--- src/rtl/pdp_pkg.sv ---
// shared types and codes for the page dedup placement planner
// no dependencies; imported by pdp_front, pdp_back and the top level
`default_nettype none

package pdp_pkg;

  localparam int CANON_W = 10;
  localparam int SLOT_W  = 16;
  localparam int TOTAL_W = 11;

  // placement kinds
  localparam logic [1:0] KIND_NONE  = 2'd0;
  localparam logic [1:0] KIND_FAST  = 2'd1;
  localparam logic [1:0] KIND_FLASH = 2'd2;

  // plan status codes
  localparam logic [1:0] ST_OK       = 2'd0;
  localparam logic [1:0] ST_BAD_MAP  = 2'd1;
  localparam logic [1:0] ST_NO_SPACE = 2'd2;

  // register indexes (byte address / 4)
  localparam logic [1:0] REG_FAST_CAP  = 2'd0;
  localparam logic [1:0] REG_FLASH_CAP = 2'd1;
  localparam logic [1:0] REG_FLASH_EN  = 2'd2;

  // classification made by the front part
  typedef struct packed {
    logic last;
    logic bad;
    logic self_page;
  } cls_t;

  localparam int CLS_W = $bits(cls_t);

  // one entry of the per-page placement table
  typedef struct packed {
    logic              self_page;
    logic [1:0]        kind;
    logic [SLOT_W-1:0] slot;
  } ent_t;

  localparam int ENT_W = $bits(ent_t);

  typedef struct packed {
    logic [1:0]         kind;
    logic [SLOT_W-1:0]  slot;
    logic [1:0]         status;
    logic [TOTAL_W-1:0] unique_total;
    logic [TOTAL_W-1:0] duplicate_total;
    logic [TOTAL_W-1:0] fast_total;
    logic [TOTAL_W-1:0] flash_total;
    logic               done;
  } res_t;

endpackage

`default_nettype wire

--- src/rtl/pdp_front.sv ---
// front part: accepts pages, keeps the page index and classifies each item
// depends on pdp_pkg
`default_nettype none

module pdp_front #(
  parameter int MAX_PAGES = 1024
) (
  input  wire                          clk,
  input  wire                          rst,
  input  wire                          in_valid,
  output logic                         in_ready,
  input  wire [pdp_pkg::CANON_W-1:0]   canon,
  input  wire                          last,
  input  wire                          q_full,
  output logic                         q_push,
  output logic [2*$clog2(MAX_PAGES)+pdp_pkg::CLS_W-1:0] q_data
);
  import pdp_pkg::*;

  localparam int IW = $clog2(MAX_PAGES);
  localparam int CW = $clog2(MAX_PAGES + 1);
  localparam int XW = CW + CANON_W;
  localparam logic [CW-1:0] PAGE_MAX = CW'(MAX_PAGES);

  logic [CW-1:0]         page_counter;
  logic [CW-1:0]         page_counter_next;
  logic [XW-1:0]         page_ext;
  logic [XW-1:0]         canon_ext;
  logic [IW+CANON_W-1:0] canon_wide;
  logic [IW-1:0]         canon_idx;
  cls_t                  cls;

  assign in_ready = !q_full;
  assign q_push   = in_valid && in_ready;

  assign page_ext   = {{CANON_W{1'b0}}, page_counter};
  assign canon_ext  = {{CW{1'b0}}, canon};
  assign canon_wide = {{IW{1'b0}}, canon};
  // only used when the canonical page lies below the page, so it fits the index
  assign canon_idx  = canon_wide[IW-1:0];

  always_comb begin
    cls.last      = last;
    cls.bad       = (page_counter >= PAGE_MAX) || (canon_ext > page_ext);
    cls.self_page = (canon_ext == page_ext);
  end

  assign q_data = {page_counter[IW-1:0], canon_idx, cls};

  always_comb begin
    page_counter_next = page_counter;
    if (last) begin
      page_counter_next = '0;
    end else if (page_counter != PAGE_MAX) begin
      page_counter_next = page_counter + CW'(1);
    end
  end

  always_ff @(posedge clk) begin
    if (rst) begin
      page_counter <= '0;
    end else if (q_push) begin
      page_counter <= page_counter_next;
    end
  end

endmodule

`default_nettype wire

--- config.mk ---
export PLATFORM = sky130hd
export DESIGN_NAME = pdp_front
export DESIGN_NICKNAME = d
export VERILOG_FILES = /design/src/rtl/pdp_pkg.sv /design/src/rtl/pdp_front.sv
export SDC_FILE = /design/constraint.sdc
export NUM_CORES = 1
export LEC_CHECK = 0
export ABC_CLOCK_PERIOD_IN_PS = 5450
export CORE_MARGIN = 5
export CORE_UTILIZATION = 50
export CTS_BUF_LIST = sky130_fd_sc_hd__clkbuf_8
export CTS_CLUSTER_DIAMETER = 50
export DETAILED_ROUTE_END_ITERATION = 10
export DONT_BUFFER_PORTS = 1
export SETUP_SLACK_MARGIN = 0.2
export SKIP_CTS_REPAIR_TIMING = 1
export SLEW_MARGIN = 40
export SYNTH_ARGS = -nofsm -noshare
export SYNTH_HDL_FRONTEND = slang
export SYNTH_SLANG_ARGS = --single-unit
--- constraint.sdc ---
create_clock -name clk -period 5.45 [get_ports clk]
set_input_delay 0.2725 -clock clk [delete_from_list [all_inputs] [get_ports clk]]
set_output_delay 0.2725 -clock clk [all_outputs]
set_load 0.05 [all_outputs]
# == After elaboration in Yosys (flattened, before gate mapping) ==
# Cells that the tools add are included.
# totals
in_bits,15
out_inout_bits,25
regBits,11
word_cells,13
# classes
n_eq_ne,2
reduce_logical,5
mux,2
n_lt_le_gt_ge,2
addsub,1
# ops
operator,n
$mux 11,2
$add 11x1->11 const B,1
$eq 10x11->1,1
$ge 11x11->1 const B,1
$gt 10x11->1,1
$ne 11x11->1 const B,1
$reduce_and 2->1,1
$reduce_bool 2->1,1
$logic_and 1x1->1,1
$logic_not 1->1,1
$logic_or 1x1->1,1

# == Longest topological paths before layout ==
# depth
depth_word,3
ltp_mapped,7
mapped_depth_nobuf,7

# == Least setup slack after synthesis ==
# Ideal clock, no wire load.
# synth_path
kind,register to output
start,register page_counter[8]
end,output q_data[1] (netlist name)
arrival_time_ns,2.457
path_stages_with_launch,7
slack_ns,2.721
path_buffers,0
required_time_ns,5.178
cell_sequence,dfxtp_1 inv_1 ha_1 nand4b_1 nor3_1 a21oi_1 a21o_1
# synth_via
elab_chain_len,2
elab_cells_between_ends,3
classes_between,order compare (2); reduce/logical (1)
# synth_rtl
item,line,source
start: declaration,pdp_front.sv:25,logic [CW-1:0] page_counter;
start signal: assignment,pdp_front.sv:63,page_counter <= page_counter_next;
$ge 11x11->1 or $gt 10x11->1 (tied branches),pdp_front.sv:44,cls.bad = (page_counter >= PAGE_MAX) || (canon_ext > page_ext);
$logic_or 1x1->1 *,pdp_front.sv:44,
end: declaration,pdp_front.sv:16,output logic [2*$clog2(MAX_PAGES)+pdp_pkg::CLS_W-1:0] q_data
# Mark *: on every way between the ends. The rest lies on a longest branch, timed or not.

# == Worst setup path after layout ==
# layout_path
start,register page_counter[1]
end,output q_data[1] (netlist name)
# The elaborated chain is that of the path after synthesis.

==> impl_metrics.json <==
{
  "max_stage_delay_ns": 0.75,
  "required_ns": 5.18,
  "slew_headroom_pct": 49.44,
  "crit_path_end_kind": "output pin",
  "p_comb_share_pct": 13.3,
  "top_usage_layer": "met2",
  "setup_ws_ns": 2.399,
  "yosysTopAreaCell": "dfxtp_1",
  "async_reset_ff_share_pct": 0,
  "grtUsageTotal_pct": 15.73,
  "wire_per_inst_um": 16.04,
  "clock_path_buffers": 2,
  "yosys.area_share.adder_pct": 14.30,
  "rsz0062_at_grt": "no",
  "io_buffers": 0,
  "fmax_mhz": 327.8,
  "area_growth_pct": -7.151,
  "crit_arrival_ns": 2.78,
  "dp.cells": 140,
  "p_seq_share_pct": 44.5,
  "grt_pass1_wl_um": 3926,
  "clkTransAtPathRegs_ns": 0.05,
  "num_vias": 855,
  "wl_um": 2310,
  "synth_seq_area_share_pct": 20.98,
  "cp_max_fo": 5,
  "die_x_um": 55.82,
  "largest_reg_flops": 11,
  "clkLatencyLatePin_ns": 0.23,
  "yosysMostFrequentCell": "buf_4",
  "synth_top_family_by_area": "simple AND/OR/NAND/NOR gates",
  "ys_seq_elements": 11,
  "p_per_area_mw_per_mm2": 193.5,
  "grt_max_degree": 14,
  "fin_crit_ns": 3.051,
  "switching_share_pct": 26.08,
  "synth-simple-area-share_pct": 24.08,
  "fin_crit_sh_pct": 55.98,
  "finalHoldViolations": 0,
  "yosysWarningCount": 0,
  "critPathKind": "flip-flop to output pin",
  "cp_cell_sequence": "inv_1 > ha_1 > nor2b_1 > o21ai_0 > a21oi_1 > or4b_1 > a21o_1",
  "finalNonFillerCells": 144,
  "synth_common_cells": "21 x buf_4, 15 x inv_1, 12 x ha_1, 11 x dfxtp_1, 11 x nor2_1",
  "cts_buffers": 3,
  "drive_above_1_share_pct": 10.26,
  "die_h_um": 55.82,
  "worst_setup_path_start_kind": "flip-flop",
  "die-area_sq_mm": 0.003116,
  "fp-row-count": 16,
  "leakage_nw": 0.3880,
  "nets": 145,
  "gr-usage-met1_pct": 18.51,
  "skew_ns": 0.0006922,
  "syn_area_sq_mm": 0.001050,
  "htree_levels": 1,
  "cts_tree": "built",
  "stdcell_area_sq_um": 974.7,
  "drc": 0,
  "hold_path_class": "primary input to flip-flop",
  "p_sw_w": 0.00004920,
  "clock_sinks": 11,
  "clockPowerShare_pct": 42.2,
  "yosysTopAreaCellShare_pct": 20.98,
  "p_int_w": 0.0001394,
  "fin_tns_setup_ns": 0,
  "maxCapViolCount": 0,
  "synth_xor_xnor_area_share_pct": 0,
  "hpwlAfterDp_um": 1819,
  "grt_pass1_vias": 827,
  "synth_compound_area_share_pct": 19.55,
  "tightest_slew_ns": 0.7573,
  "slew_viol_final": 0,
  "yosys_most_used_dff": "dfxtp_1",
  "viasPerCell": 5.938,
  "drtIter0Drc": 18,
  "cp_slowest_cell": "dfxtp_1",
  "antenna_cells": 0,
  "syn_avg_cell_area_sq_um": 7.719,
  "gp_congestion": 0.8520,
  "synthCells": 136,
  "ir_worst_vdd_mv": 0.1261,
  "dpl_worst_slack_ns": 2.545,
  "status": "complete, no violations",
  "final_antenna_net_count": 0,
  "fp.coreArea_sq_mm": 0.001982,
  "dpl-instance-area_sq_um": 923.4,
  "antenna_found_initial": 0,
  "first_pass_iters": 4,
  "ys_types": 34,
  "reg_top3": "page_counter: 11 flops",
  "use_met2_pct": 23.82,
  "synth_edf_count": 0,
  "synth_area_leaders": "dfxtp_1 21%, buf_4 15%, ha_1 14%, inv_1 5.4%, nor2_1 3.9%",
  "setup_viol": 0,
  "grt_overflow_total": 0,
  "ios": 40,
  "start_util_pct": 52.97,
  "clock-root-buffer": "clkbuf_8",
  "muxShareOfSynthArea_pct": 0,
  "use_met3_pct": 6.729,
  "top_register": "page_counter",
  "synth_nets": 163,
  "worst_hold_slack_ns": 0.09435
}
[worst max-delay path, delay by kind of cell, from the launching register on]
family,cells,cell delay (ns)
AO/OA/AOI/OAI,3,0.60
adder cells (fa/ha/maj),1,0.34
buffers and inverters,1,0.22
flip-flops,1,0.75
AND/OR/NAND/NOR,2,0.64
[routing by layer]
layer / vias to the layer above / share of wire (%) / wire [um]
met2: 35 / 44 / 1013
met1: 389 / 43 / 1002
met3: 6 / 11 / 259
met4: 0 / 1.5 / 34
met5: - / 0 / 0
li1: 425 / - / -
[stage by stage]
stage / total power [W] / utilization [%]
2_1_floorplan: 0.0001305 / -
3_3_place_gp: 0.0001097 / 46.59
3_5_place_dp: 0.0001106 / 46.59
4_1_cts: 0.0001918 / 48.86
5_1_grt: 0.0001991 / 49.18
6_report: 0.0001886 / 49.18
[area by class of cell]
| cell class | instances | area, sq um |
|---|---|---|
| multi-input cells | 87 | 619.3 |
| clock buffers | 3 | 41.29 |
| flip-flops and latches | 11 | 220.2 |
| fillers | 202 | 1007 |
| clock inverters | 1 | 3.754 |
| well taps | 27 | 33.78 |
| inverters | 15 | 56.30 |
[power by group through the flow]
stage | registers, W | clock network (W) | logic (W)
2_1_floorplan | 0.0000834 | 0 | 0.0000471
3_3_place_gp | 0.0000855 | 0 | 0.0000242
3_5_place_dp | 0.0000856 | 0 | 0.0000250
4_1_cts | 0.0000839 | 0.0000827 | 0.0000252
5_1_grt | 0.0000840 | 0.0000863 | 0.0000288
6_report | 0.0000839 | 0.0000796 | 0.0000251
[final timing paths]
path	cells past startpoint	to	startpoint	slack, ns
hold / removal	1	page_counter[1]$_SDFFE_PP0P_	rst	0.09
hold reg to reg	2	page_counter[10]$_SDFFE_PP0P_	page_counter[10]$_SDFFE_PP0P_	0.54
setup reg to reg	7	page_counter[0]$_SDFFE_PP0P_	page_counter[0]$_SDFFE_PP0P_	3.23
setup / recovery	7	q_data[1]	page_counter[1]$_SDFFE_PP0P_	2.40
[cell families (layout without fill, tap and decap cells)]
| logic type | count (synthesis) | count (layout) |
|---|---|---|
| flip-flops | 11 | 11 |
| buffers and inverters | 38 | 19 |
| adder cells (fa/ha/maj) | 12 | 12 |
| AO/OA/AOI/OAI | 30 | 30 |
| AND/OR/NAND/NOR | 45 | 45 |
[cells in the final DEF, fill, tap and decap left out, types with 2 or more instances in the layout]
cell type and count:
dfxtp_1 11, nor3_1 2, nand2_1 6, a31oi_1 2
a21oi_2 2, a21oi_1 7, clkbuf_8 3, nand2b_1 2
o21ai_0 8, o21ai_1 2, nand4_1 2, a21o_1 2
nand3_1 6, and3_1 5, ha_1 12, nor4_1 2
nor2_1 11, inv_1 16
No activity file was read; power rests on OpenSTA's default activity.
