===== config.mk =====
export PLATFORM = sky130hd
export DESIGN_NAME = pdp_queue
export DESIGN_NICKNAME = d
export VERILOG_FILES = /design/src/rtl/pdp_queue.sv
export SDC_FILE = /design/constraint.sdc
export NUM_CORES = 1
export LEC_CHECK = 0
export ABC_AREA = 1
export BUFFER_PORTS_ARGS = -buffer_cell sky130_fd_sc_hd__buf_4
export CORE_MARGIN = 5
export CORE_UTILIZATION = 32
export CTS_CLUSTER_DIAMETER = 30
export CTS_CLUSTER_SIZE = 20
export DETAILED_ROUTE_END_ITERATION = 10
export GPL_TIMING_DRIVEN = 0
export HOLD_SLACK_MARGIN = 0.08
export SLEW_MARGIN = 20
export SYNTH_ARGS = -nofsm -noshare
export SYNTH_HDL_FRONTEND = slang
export SYNTH_SLANG_ARGS = --single-unit

===== constraint.sdc =====
create_clock -name clk -period 1.95 [get_ports clk]
set_clock_uncertainty 0.2 [all_clocks]
set_input_delay 0.2925 -clock clk [delete_from_list [all_inputs] [get_ports clk]]
set_output_delay 0.2925 -clock clk [all_outputs]
set_load 0.01 [all_outputs]

===== src/rtl/pdp_queue.sv =====
// short register fifo between the front and back parts
// no dependencies
`default_nettype none

module pdp_queue #(
  parameter int WIDTH = 8,
  parameter int DEPTH = 4
) (
  input  wire              clk,
  input  wire              rst,
  input  wire              push,
  input  wire [WIDTH-1:0]  data_in,
  output logic             full,
  input  wire              pop,
  output logic             valid,
  output logic [WIDTH-1:0] data_out
);

  localparam int PW = $clog2(DEPTH);
  localparam int NW = $clog2(DEPTH + 1);
  localparam logic [PW-1:0] LAST_SLOT = PW'(DEPTH - 1);
  localparam logic [NW-1:0] FULL_CNT  = NW'(DEPTH);

  logic [WIDTH-1:0] slots [DEPTH];
  logic [PW-1:0]    wr_ptr;
  logic [PW-1:0]    rd_ptr;
  logic [NW-1:0]    count;

  assign full     = (count == FULL_CNT);
  assign valid    = (count != '0);
  assign data_out = slots[rd_ptr];

  always_ff @(posedge clk) begin
    if (push) begin
      slots[wr_ptr] <= data_in;
    end
  end

  always_ff @(posedge clk) begin
    if (rst) begin
      wr_ptr <= '0;
      rd_ptr <= '0;
      count  <= '0;
    end else begin
      if (push) begin
        wr_ptr <= (wr_ptr == LAST_SLOT) ? '0 : wr_ptr + PW'(1);
      end
      if (pop) begin
        rd_ptr <= (rd_ptr == LAST_SLOT) ? '0 : rd_ptr + PW'(1);
      end
      if (push && !pop) begin
        count <= count + NW'(1);
      end else if (pop && !push) begin
        count <= count - NW'(1);
      end
    end
  end

endmodule

`default_nettype wire


== Yosys cells after proc, flatten, opt, wreduce, memory -nomap -nowiden ==
Memories as Yosys holds them, arrays and structs flattened. A register that Yosys moved wholly into a read port is not among the register bits.
Index checks and enable logic that the tools add are counted.
Cells by class
  add/sub/neg operators: 4
  reductions and logical operators: 6
  eq/ne operators: 3
  mux-type cells: 8
Operators with widths (count)
  $mux 2: 4
  $mux 3: 2
  $add 2x1->2 const B: 2
  $eq 2x2->1 const B: 2
  $add 3x1->3 const B: 1
  $eq 3x3->1 const B: 1
  $reduce_bool 3->1: 1
  $sub 3x1->3 const B: 1
  $logic_and 1x1->1: 2
  $logic_not 1->1: 2
  $mux 1: 2
  $reduce_bool 2->1: 1
Storage, ports and cells
  RAM bits: 32
  memories kept: 1
  output and inout port bits: 10
  register bits after elaboration: 7
  input bits: 12
  word-level logic and storage cells: 25
Memory list
  slots: words 4, bits a word 8, read ports 1, clocked after Yosys merged registers in 1, wr ports 1, line 24  | logic [WIDTH-1:0] slots [DEPTH];

== Logic depth before layout (Yosys ltp) ==
Gate-level depths: netlist of run 1.
  depth in word-level cells: 4
  mapped depth: 10

== Least setup slack after synthesis of run 1 ==
OpenSTA, ideal clock, no wires.
  kind: input port to flip-flop
  start: input port pop
  end: register count[2]
  slack: 0.407 ns
  data required time: 1.640 ns
  stages on the path: 10
  data arrival time: 1.233 ns
  setup time: 0.110 ns
  buffers on the path: 0
  path through: inv_1 > ha_1 > inv_1 > fa_1 > inv_1 > nand2_1 > nand3_1 > nand2_1 > inv_1 > nor2_1
Between the ends
  longest elaborated chain between the ends: 3
  elaborated cells between the ends (all ways): 5
  those cells by class: mux (1); reduce/logical (4)
RTL lines
  from (decl): line 14  | input wire pop,
  $logic_not 1->1: line 51  | if (push && !pop) begin
  $logic_and 1x1->1: line 51
  $mux 3 / $reduce_bool 2->1 (equally long branches)
  to (signal assigned): line 52  | count <= count + NW'(1);
  to (signal assigned): line 54  | count <= count - NW'(1);
  to (decl): line 27  | logic [NW-1:0] count;
Parallel ways exist; a longest one is shown, timed or not.
A chain may end at the register's enable or synchronous reset.

==> reports/qor.csv, run 1 <==
stage;metric;value;unit
logic_synthesis;synth_common_cells;edfxtp_1, nor2_1, inv_1, o21ai_0;
worst_setup_path;start_kind;flop;
die;die_width;81.90;um
pwr;power.density;865.7;nW/um^2
pwr;switching_share;0.2456;
finish;n_antenna_cell;0;
placed_design;buffer_ports.inserted;21;
detailed_routing;first_iter_violations;43;
finish;drive_gt1_frac;0.2139;
sta;holdWs;104.1;ps
cts;cts_tree;done;
sta;period_share;0.9400;
sta;hold_violations;0;
finish;instances_no_fill;243;
pwr;combPwrFrac;0.145;
worst_setup_path;crit_type;reg -> out;
die;io_pins;22;
finish;syn2layout_area_growth;25.42;%
pwr;switching_power;441.1;uW
logic_synthesis;synthCells;136;
pwr;peakVddDrop;0.0002747;V
logic_synthesis;synth.area.top_cells;edfxtp_1, dfxtp_1, nor2_1;
pwr;power.share.clock;0.286;
detailed_routing;dr.pass1.iters;4;
status;status;finished, final reports clean;
grt;overflow;0;
logic_synthesis;async_reset_ff_frac;0;
logic_synthesis;synthAdderAreaFrac;0.05749;
finish;nets;192;
logic_synthesis;ys_types;19;
logic_synthesis;synth_top_area_share;0.5809;
sta;fin_setup_tns;0;ps
logic_synthesis;synth-simple-area-share;0.09607;
logic_synthesis;ys.warnings.count;0;
cts;cts_made_buffers;5;
placed_design;dpl.cell_count;227;
worst_setup_path;path_cells;inv_4 -> buf_6 -> nor2_2 -> o22ai_1 -> buf_4;
logic_synthesis;synth_compound_area_frac;0.1014;
die;coreArea;5075;um^2
detailed_routing;viasPerCell;4.342;
logic_synthesis;synth_top_family_by_area;compound AO/OA/AOI/OAI gates;
logic_synthesis;synth_xor_area_frac;0.005295;
logic_synthesis;synth.avg_cell_area;12.16;um^2
worst_setup_path;critPathMaxStageDelay;380;ps
die;fp.dieH;81.90;um
detailed_routing;wl;3017;um
die;die-area;6707;um^2
sta;tightest_slew;382.9;ps
sta;max_clock_freq;0.5455;GHz
worst_hold_path;hp-class;in -> reg;
cts;cts_max_level;2;
grt;first_global_vias;1025;
detailed_routing;ant_nets;0;
grt;grt_pass1_wl;4871;um
cts;clk_latency;280;ps
die;num_rows;26;
pwr;power_leakage;0.8201;nW
finish;n_fill_cell;517;
pwr;pwr-share-seq;0.569;
cts;cts_setup_buffers;0;
cts;cts.clk_slew.worst_paths;70;ps
worst_setup_path;worstSetupEndpointType;output port;
pwr;p_total;1.796;mW
sta;slew_headroom;0.7444;
grt;grt_start_max_net_pins;13;
sta;setup_viol;0;
worst_setup_path;cp.arrival;1340;ps
sta;period_needed;1833;ps
logic_synthesis;synthMuxAreaShare;0;
placed_design;place_congestion;0.7756;
detailed_routing;drc;0;
logic_synthesis;synth_seq_area_share;0.6899;
logic_synthesis;synth_enable_flop_cells;32;
worst_setup_path;critPathRequiredTime;1460;ps
detailed_routing;wl_per_cell;12.42;um
die;start_util;0.3259;
worst_setup_path;critical_path_buf_inv_count;3;
run;drv_cap;0;
logic_synthesis;synth_top_area_cell;edfxtp_1;
placed_design;hpwl;1980;um
worst_setup_path;critPathMaxFanout;10;
logic_synthesis;synth_seq_cells;41;
cts;clock_path_buffers;2;
sta;rsz0062_at_grt;no;
logic_synthesis;syn_area;1654;um^2
cts;root_buffer;clkbuf_8;
worst_setup_path;slowest_stage;dfxtp_2;
detailed_routing;via_count;1055;
cts;clock_sinks;41;
logic_synthesis;yosys.cell_count.top_type;edfxtp_1;
grt;antenna_found_initial;0;
sta;maxSlewViolCount;0;
logic_synthesis;syn_nets;155;
pwr;p_int;1.355;mW
logic_synthesis;synth_top_flop_cell;edfxtp_1;
grt;grt_usage;0.1009;
worst_setup_path;cp_top_family;buffers and inverters;
[flip-flops by register name, indices dropped and copies added (netlist names), named ones only]
register  cells
count         3
rd_ptr        2
slots        32
wr_ptr        2
[cell families (layout without fill, tap and decap cells)]
family / after synthesis / in the layout
simple gates: 39 / 39
xor+xnor: 1 / 1
compound gates: 30 / 30
buf+inv: 18 / 55
flops: 41 / 41
fa+ha+maj: 7 / 7
[power groups by stage]
stage	combinational (mW)	clock (mW)	sequential (mW)
2_1_floorplan	0.143	0	1.03
3_3_place_gp	0.248	0	1.04
3_5_place_dp	0.249	0	1.04
4_1_cts	0.265	0.535	1.02
5_1_grt	0.298	0.566	1.03
6_report	0.260	0.514	1.02
[metal layers]
| layer | global-route usage | wire [um] | vias up |
|---|---|---|---|
| met5 | 0 | 0 | - |
| met4 | 0.04983 | 46 | 0 |
| met1 | 0.1216 | 1383 | 484 |
| met2 | 0.1632 | 1417 | 25 |
| met3 | 0.03070 | 169 | 5 |
| li1 | - | - | 541 |
[metrics by stage]
step           worst slack [ps]  utilization  area (um^2)
4_1_cts                   69.78       0.4080         2071
3_5_place_dp              206.3       0.3743         1899
5_1_grt                   33.74       0.4088         2074
2_1_floorplan             406.9            -         1654
3_3_place_gp              198.3       0.3743         1899
6_report                  116.9       0.4088         2074
[worst paths after layout]
kind | endpoint | cells after the start | slack (ps) | startpoint
worst max-delay path | data_out[4] | 5 | 120 | flop
worst min-delay path | flop | 3 | 100 | pop
worst max register to register | slots[3][2] | 3 | 460 | wr_ptr[0]
worst min register to register | flop | 2 | 330 | rd_ptr[1]
[cell usage in the layout, fill, tap and decap left out]
| master | netlist | final |
|---|---|---|
| dfxtp_1 | 9 | 7 |
| o22ai_1 | 8 | 8 |
| nand3_1 | 1 | 1 |
| clkbuf_8 | 0 | 5 |
| buf_6 | 2 | 2 |
| ha_1 | 6 | 6 |
| xor2_1 | 1 | 1 |
| nor2_1 | 23 | 23 |
| inv_2 | 1 | 1 |
| buf_4 | 0 | 21 |
| edfxtp_1 | 32 | 32 |
| o21ai_1 | 2 | 2 |
| o21ai_2 | 2 | 2 |
| clkinv_1 | 0 | 1 |
| nand4_1 | 1 | 1 |
| dfxtp_2 | 0 | 2 |
| nor3_1 | 3 | 3 |
| nand2_1 | 9 | 9 |
| o21ai_0 | 15 | 15 |
| inv_4 | 0 | 1 |
| dlygate4sd3_1 | 0 | 9 |
| inv_1 | 15 | 14 |
| fa_1 | 1 | 1 |
| clkinvlp_4 | 0 | 1 |
| nor2_2 | 2 | 2 |
| a21oi_1 | 3 | 3 |
[final cells by class]
cell class                      instances  area [um^2]  area share
Multi-Input combinational cell         77        430.4      0.2075
Clock inverter                          2        11.26    0.005428
Timing Repair Buffer                   30        247.7      0.1194
Clock buffer                            5        68.82     0.03317
Buffer                                  2        22.52     0.01086
Inverter                               16        62.56     0.03016
Tap cell                               70        87.58     0.04222
Sequential cell                        41         1144      0.5513
[tightest hold or removal path: cells and delay by family]
family	cells	cell delay [ps]
buffers and inverters	1	90
AO/OA/AOI/OAI	1	70
AND/OR/NAND/NOR	1	100
[repair_timing]
item / in CTS / in global routing
hold endpoints to repair: 36 / 0
gates cloned: 0 / 0
pin swaps: 0 / 0
setup endpoints to repair: 5 / 2
resized for setup: 2 / 2
hold buffers: 9 / 0
Note: power is estimated with default switching activity, not from simulation.
==> run 2, diff against run 1 <==
==> constraint.sdc (replaced) <==
create_clock -name clk -period 1.95 [get_ports clk]
set_clock_uncertainty 0.2 [all_clocks]
set_input_delay 0.195 -clock clk [delete_from_list [all_inputs] [get_ports clk]]
set_output_delay 0.195 -clock clk [all_outputs]
set_load 0.01 [all_outputs]
==> run 2 against run 1 <==
- worst hold slack gained 230 ps
- critical path type is now in -> reg
- power is 0.35% higher
- critical path depth is 7 higher
- global-route usage grew 0.12 points
- non-clock buffer count is 2 higher
- largest power group unchanged
- routed wire length is 1.8% higher
- first-iteration DRC count increased by 2.3%
- sequential power hardly changed
- largest cell class unchanged
- utilization grew 0.47 points
- combinational power increased by 3%
- register-to-register slack about the same
- flip-flop and latch count unchanged
==> reports/qor.csv, run 2 (synthesized netlist as in run 1, its figures left out) <==
stage;metric;value;unit;change
status;status;finished, final reports clean;;
placed_design;buffer_ports.inserted;21;;unchanged
detailed_routing;via_count;1061;;+0.57%
cts;root_buffer;clkbuf_8;;
die;die_width;81.90;um;unchanged
grt;first_global_vias;1034;;+0.88%
die;num_rows;26;;unchanged
worst_setup_path;cp_common_cell;inv_1;;
die;start_util;0.3259;;unchanged
pwr;p_total;1.802;mW;+0.35%
detailed_routing;wl;3071;um;+1.8%
run;drv_cap;0;;unchanged
die;io_pins;22;;unchanged
finish;final_common_cell;edfxtp_1;;
pwr;power.share.clock;0.285;;about the same
grt;overflow;0;;unchanged
sta;finalWorstSetupSlack;112.5;ps;-4.373 ps
finish;top_regs;slots: 32 flops, count: 3 flops;;
worst_setup_path;critPathRequiredTime;1940;ps;+480 ps
cts;clock_sinks;41;;unchanged
finish;utilization;0.4135;;+0.004685
worst_setup_path;critical_path_buf_inv_count;6;;+3
worst_setup_path;start_kind;primary input;;
pwr;combPwrFrac;0.148;;+0.003
sta;fin_setup_tns;0;ps;unchanged
die;fp.dieH;81.90;um;unchanged
worst_setup_path;crit_type;in -> reg;;
worst_setup_path;cp_top_family;buffers and inverters;;
worst_setup_path;path_cells;dlygate4sd3_1 -> buf_4 -> inv_2 -> ha_2 -> inv_1 -> fa_2 -> inv_1 -> nand2_1 -> nand3_1 -> nand2_1 -> inv_1 -> nor2_2;;
grt;grt_start_max_net_pins;13;;unchanged
finish;regMostFlops;slots;;
detailed_routing;dr.pass1.iters;4;;unchanged
pwr;power.density;858.9;nW/um^2;-0.78%
die;coreArea;5075;um^2;unchanged
worst_setup_path;critPathMaxFanout;4;;-6
finish;n_antenna_cell;0;;unchanged
finish;syn2layout_area_growth;26.85;%;
detailed_routing;ant_nets;0;;unchanged
worst_setup_path;cp.arrival;1830;ps;+490 ps
sta;max_clock_freq;0.5442;GHz;-0.24%
detailed_routing;wl_per_cell;12.53;um;+0.96%
grt;antenna_found_initial;0;;unchanged
pwr;pwr-share-seq;0.567;;-0.002
cts;clk_latency;280;ps;about the same
sta;period_needed;1837;ps;+4.373 ps
sta;slew_headroom;0.7444;;about the same
cts;clock_path_buffers;2;;unchanged
detailed_routing;drc;0;;unchanged
detailed_routing;first_iter_violations;44;;+2.3%
placed_design;post-place-ws;303.8;ps;+97.50 ps
sta;rsz0062_at_grt;no;;
pwr;p_int;1.359;mW;+0.28%
placed_design;hpwl;1980;um;unchanged
finish;largest_reg_flops;32;;unchanged
cts;cts_made_buffers;5;;unchanged
pwr;switching_power;443.6;uW;+0.58%
cts;cts_max_level;2;;unchanged
pwr;switching_share;0.2461;;+0.0005418
pwr;peakVddDrop;0.0003313;V;+21%
finish;drive_gt1_frac;0.2286;;+0.01470
cts;cts.clk_slew.worst_paths;70;ps;about the same
die;die-area;6707;um^2;unchanged
placed_design;place_congestion;0.7756;;unchanged
grt;grt_usage;0.1021;;+0.001160
finish;fin_area;2098;um^2;+1.1%
detailed_routing;viasPerCell;4.331;;-0.25%
worst_hold_path;hp-class;reg -> reg;;
sta;setup_viol;0;;unchanged
finish;final_cell_mix;edfxtp_1, nor2_1, buf_4;;
worst_setup_path;critPathMaxStageDelay;530;ps;+150 ps
placed_design;dpl-instance-area;1899;um^2;unchanged
sta;tightest_slew;382.9;ps;-0.01597 ps
pwr;power_leakage;0.8238;nW;+0.45%
sta;hold_violations;0;;unchanged
worst_setup_path;slowest_stage;dlygate4sd3_1;;
grt;grt_pass1_wl;4940;um;+1.4%
finish;nets;194;;+1.0%
sta;maxSlewViolCount;0;;unchanged
sta;period_share;0.9423;;+0.002243
worst_setup_path;worstSetupEndpointType;flop;;
cts;cts_tree;done;;
-- run 2: cell types whose count changed in the layout (fill, tap and decap cells not counted), sizes merged --
cell and delta:
dlygate4sd3 +2
-- run 2: timing repair --
action | 4_1_cts | 5_1_grt
hold buffers | 11 | 0
resized for setup | 0 | 6
setup buffers | 0 | 0
hold endpoints to repair | 41 | 0
setup endpoints to repair | 0 | 5
-- run 2: power by group through the flow --
stage	clock (mW)	combinational (mW)	sequential, mW
after floorplan	0	0.143	1.03
after global placement	0	0.248	1.04
after detailed placement	0	0.249	1.04
after CTS	0.535	0.268	1.02
after global routing	0.566	0.306	1.03
final	0.513	0.267	1.02
-- run 2: area by class of cell --
type | count | area (um^2)
plain buffers | 2 | 22.52
clock inverters | 2 | 11.26
repair buffers | 32 | 267.8
fillers | 511 | 2977
flip-flops and latches | 41 | 1142
inverters | 16 | 60.06
clock buffers | 5 | 68.82
well taps | 70 | 87.58
multi-input cells | 77 | 437.9
-- run 2: tightest hold or removal path: cells and delay by family (launching register included) --
family | cells | cell delay [ps]
buffers and inverters | 1 | 90
AOI/OAI and AO/OA | 1 | 70
DFF | 1 | 330
-- run 2: final timing paths --
kind                   from           to  slack, ps  depth (start not counted)
setup / recovery        pop     count[2]        110                         12
hold / removal    wr_ptr[1]    wr_ptr[1]        330                          2
setup reg to reg  wr_ptr[0]  slots[3][2]        460                          3
hold reg to reg   wr_ptr[1]    wr_ptr[1]        330                          2
-- run 2: through the flow --
step | std cells | hold WS (ps)
2_1_floorplan | 136 | 67.38
3_3_place_gp | 227 | 197.0
3_5_place_dp | 227 | 197.5
4_1_cts | 245 | 342.6
5_1_grt | 245 | 374.2
6_report | 245 | 331.6
-- run 2: per-layer routing --
metal | vias to the layer above | GRT usage | part of all wire
li1 | 546 | - | -
met1 | 485 | 0.1230 | 0.45
met2 | 25 | 0.1656 | 0.47
met3 | 5 | 0.03070 | 0.055
met4 | 0 | 0.04983 | 0.015
met5 | - | 0 | 0
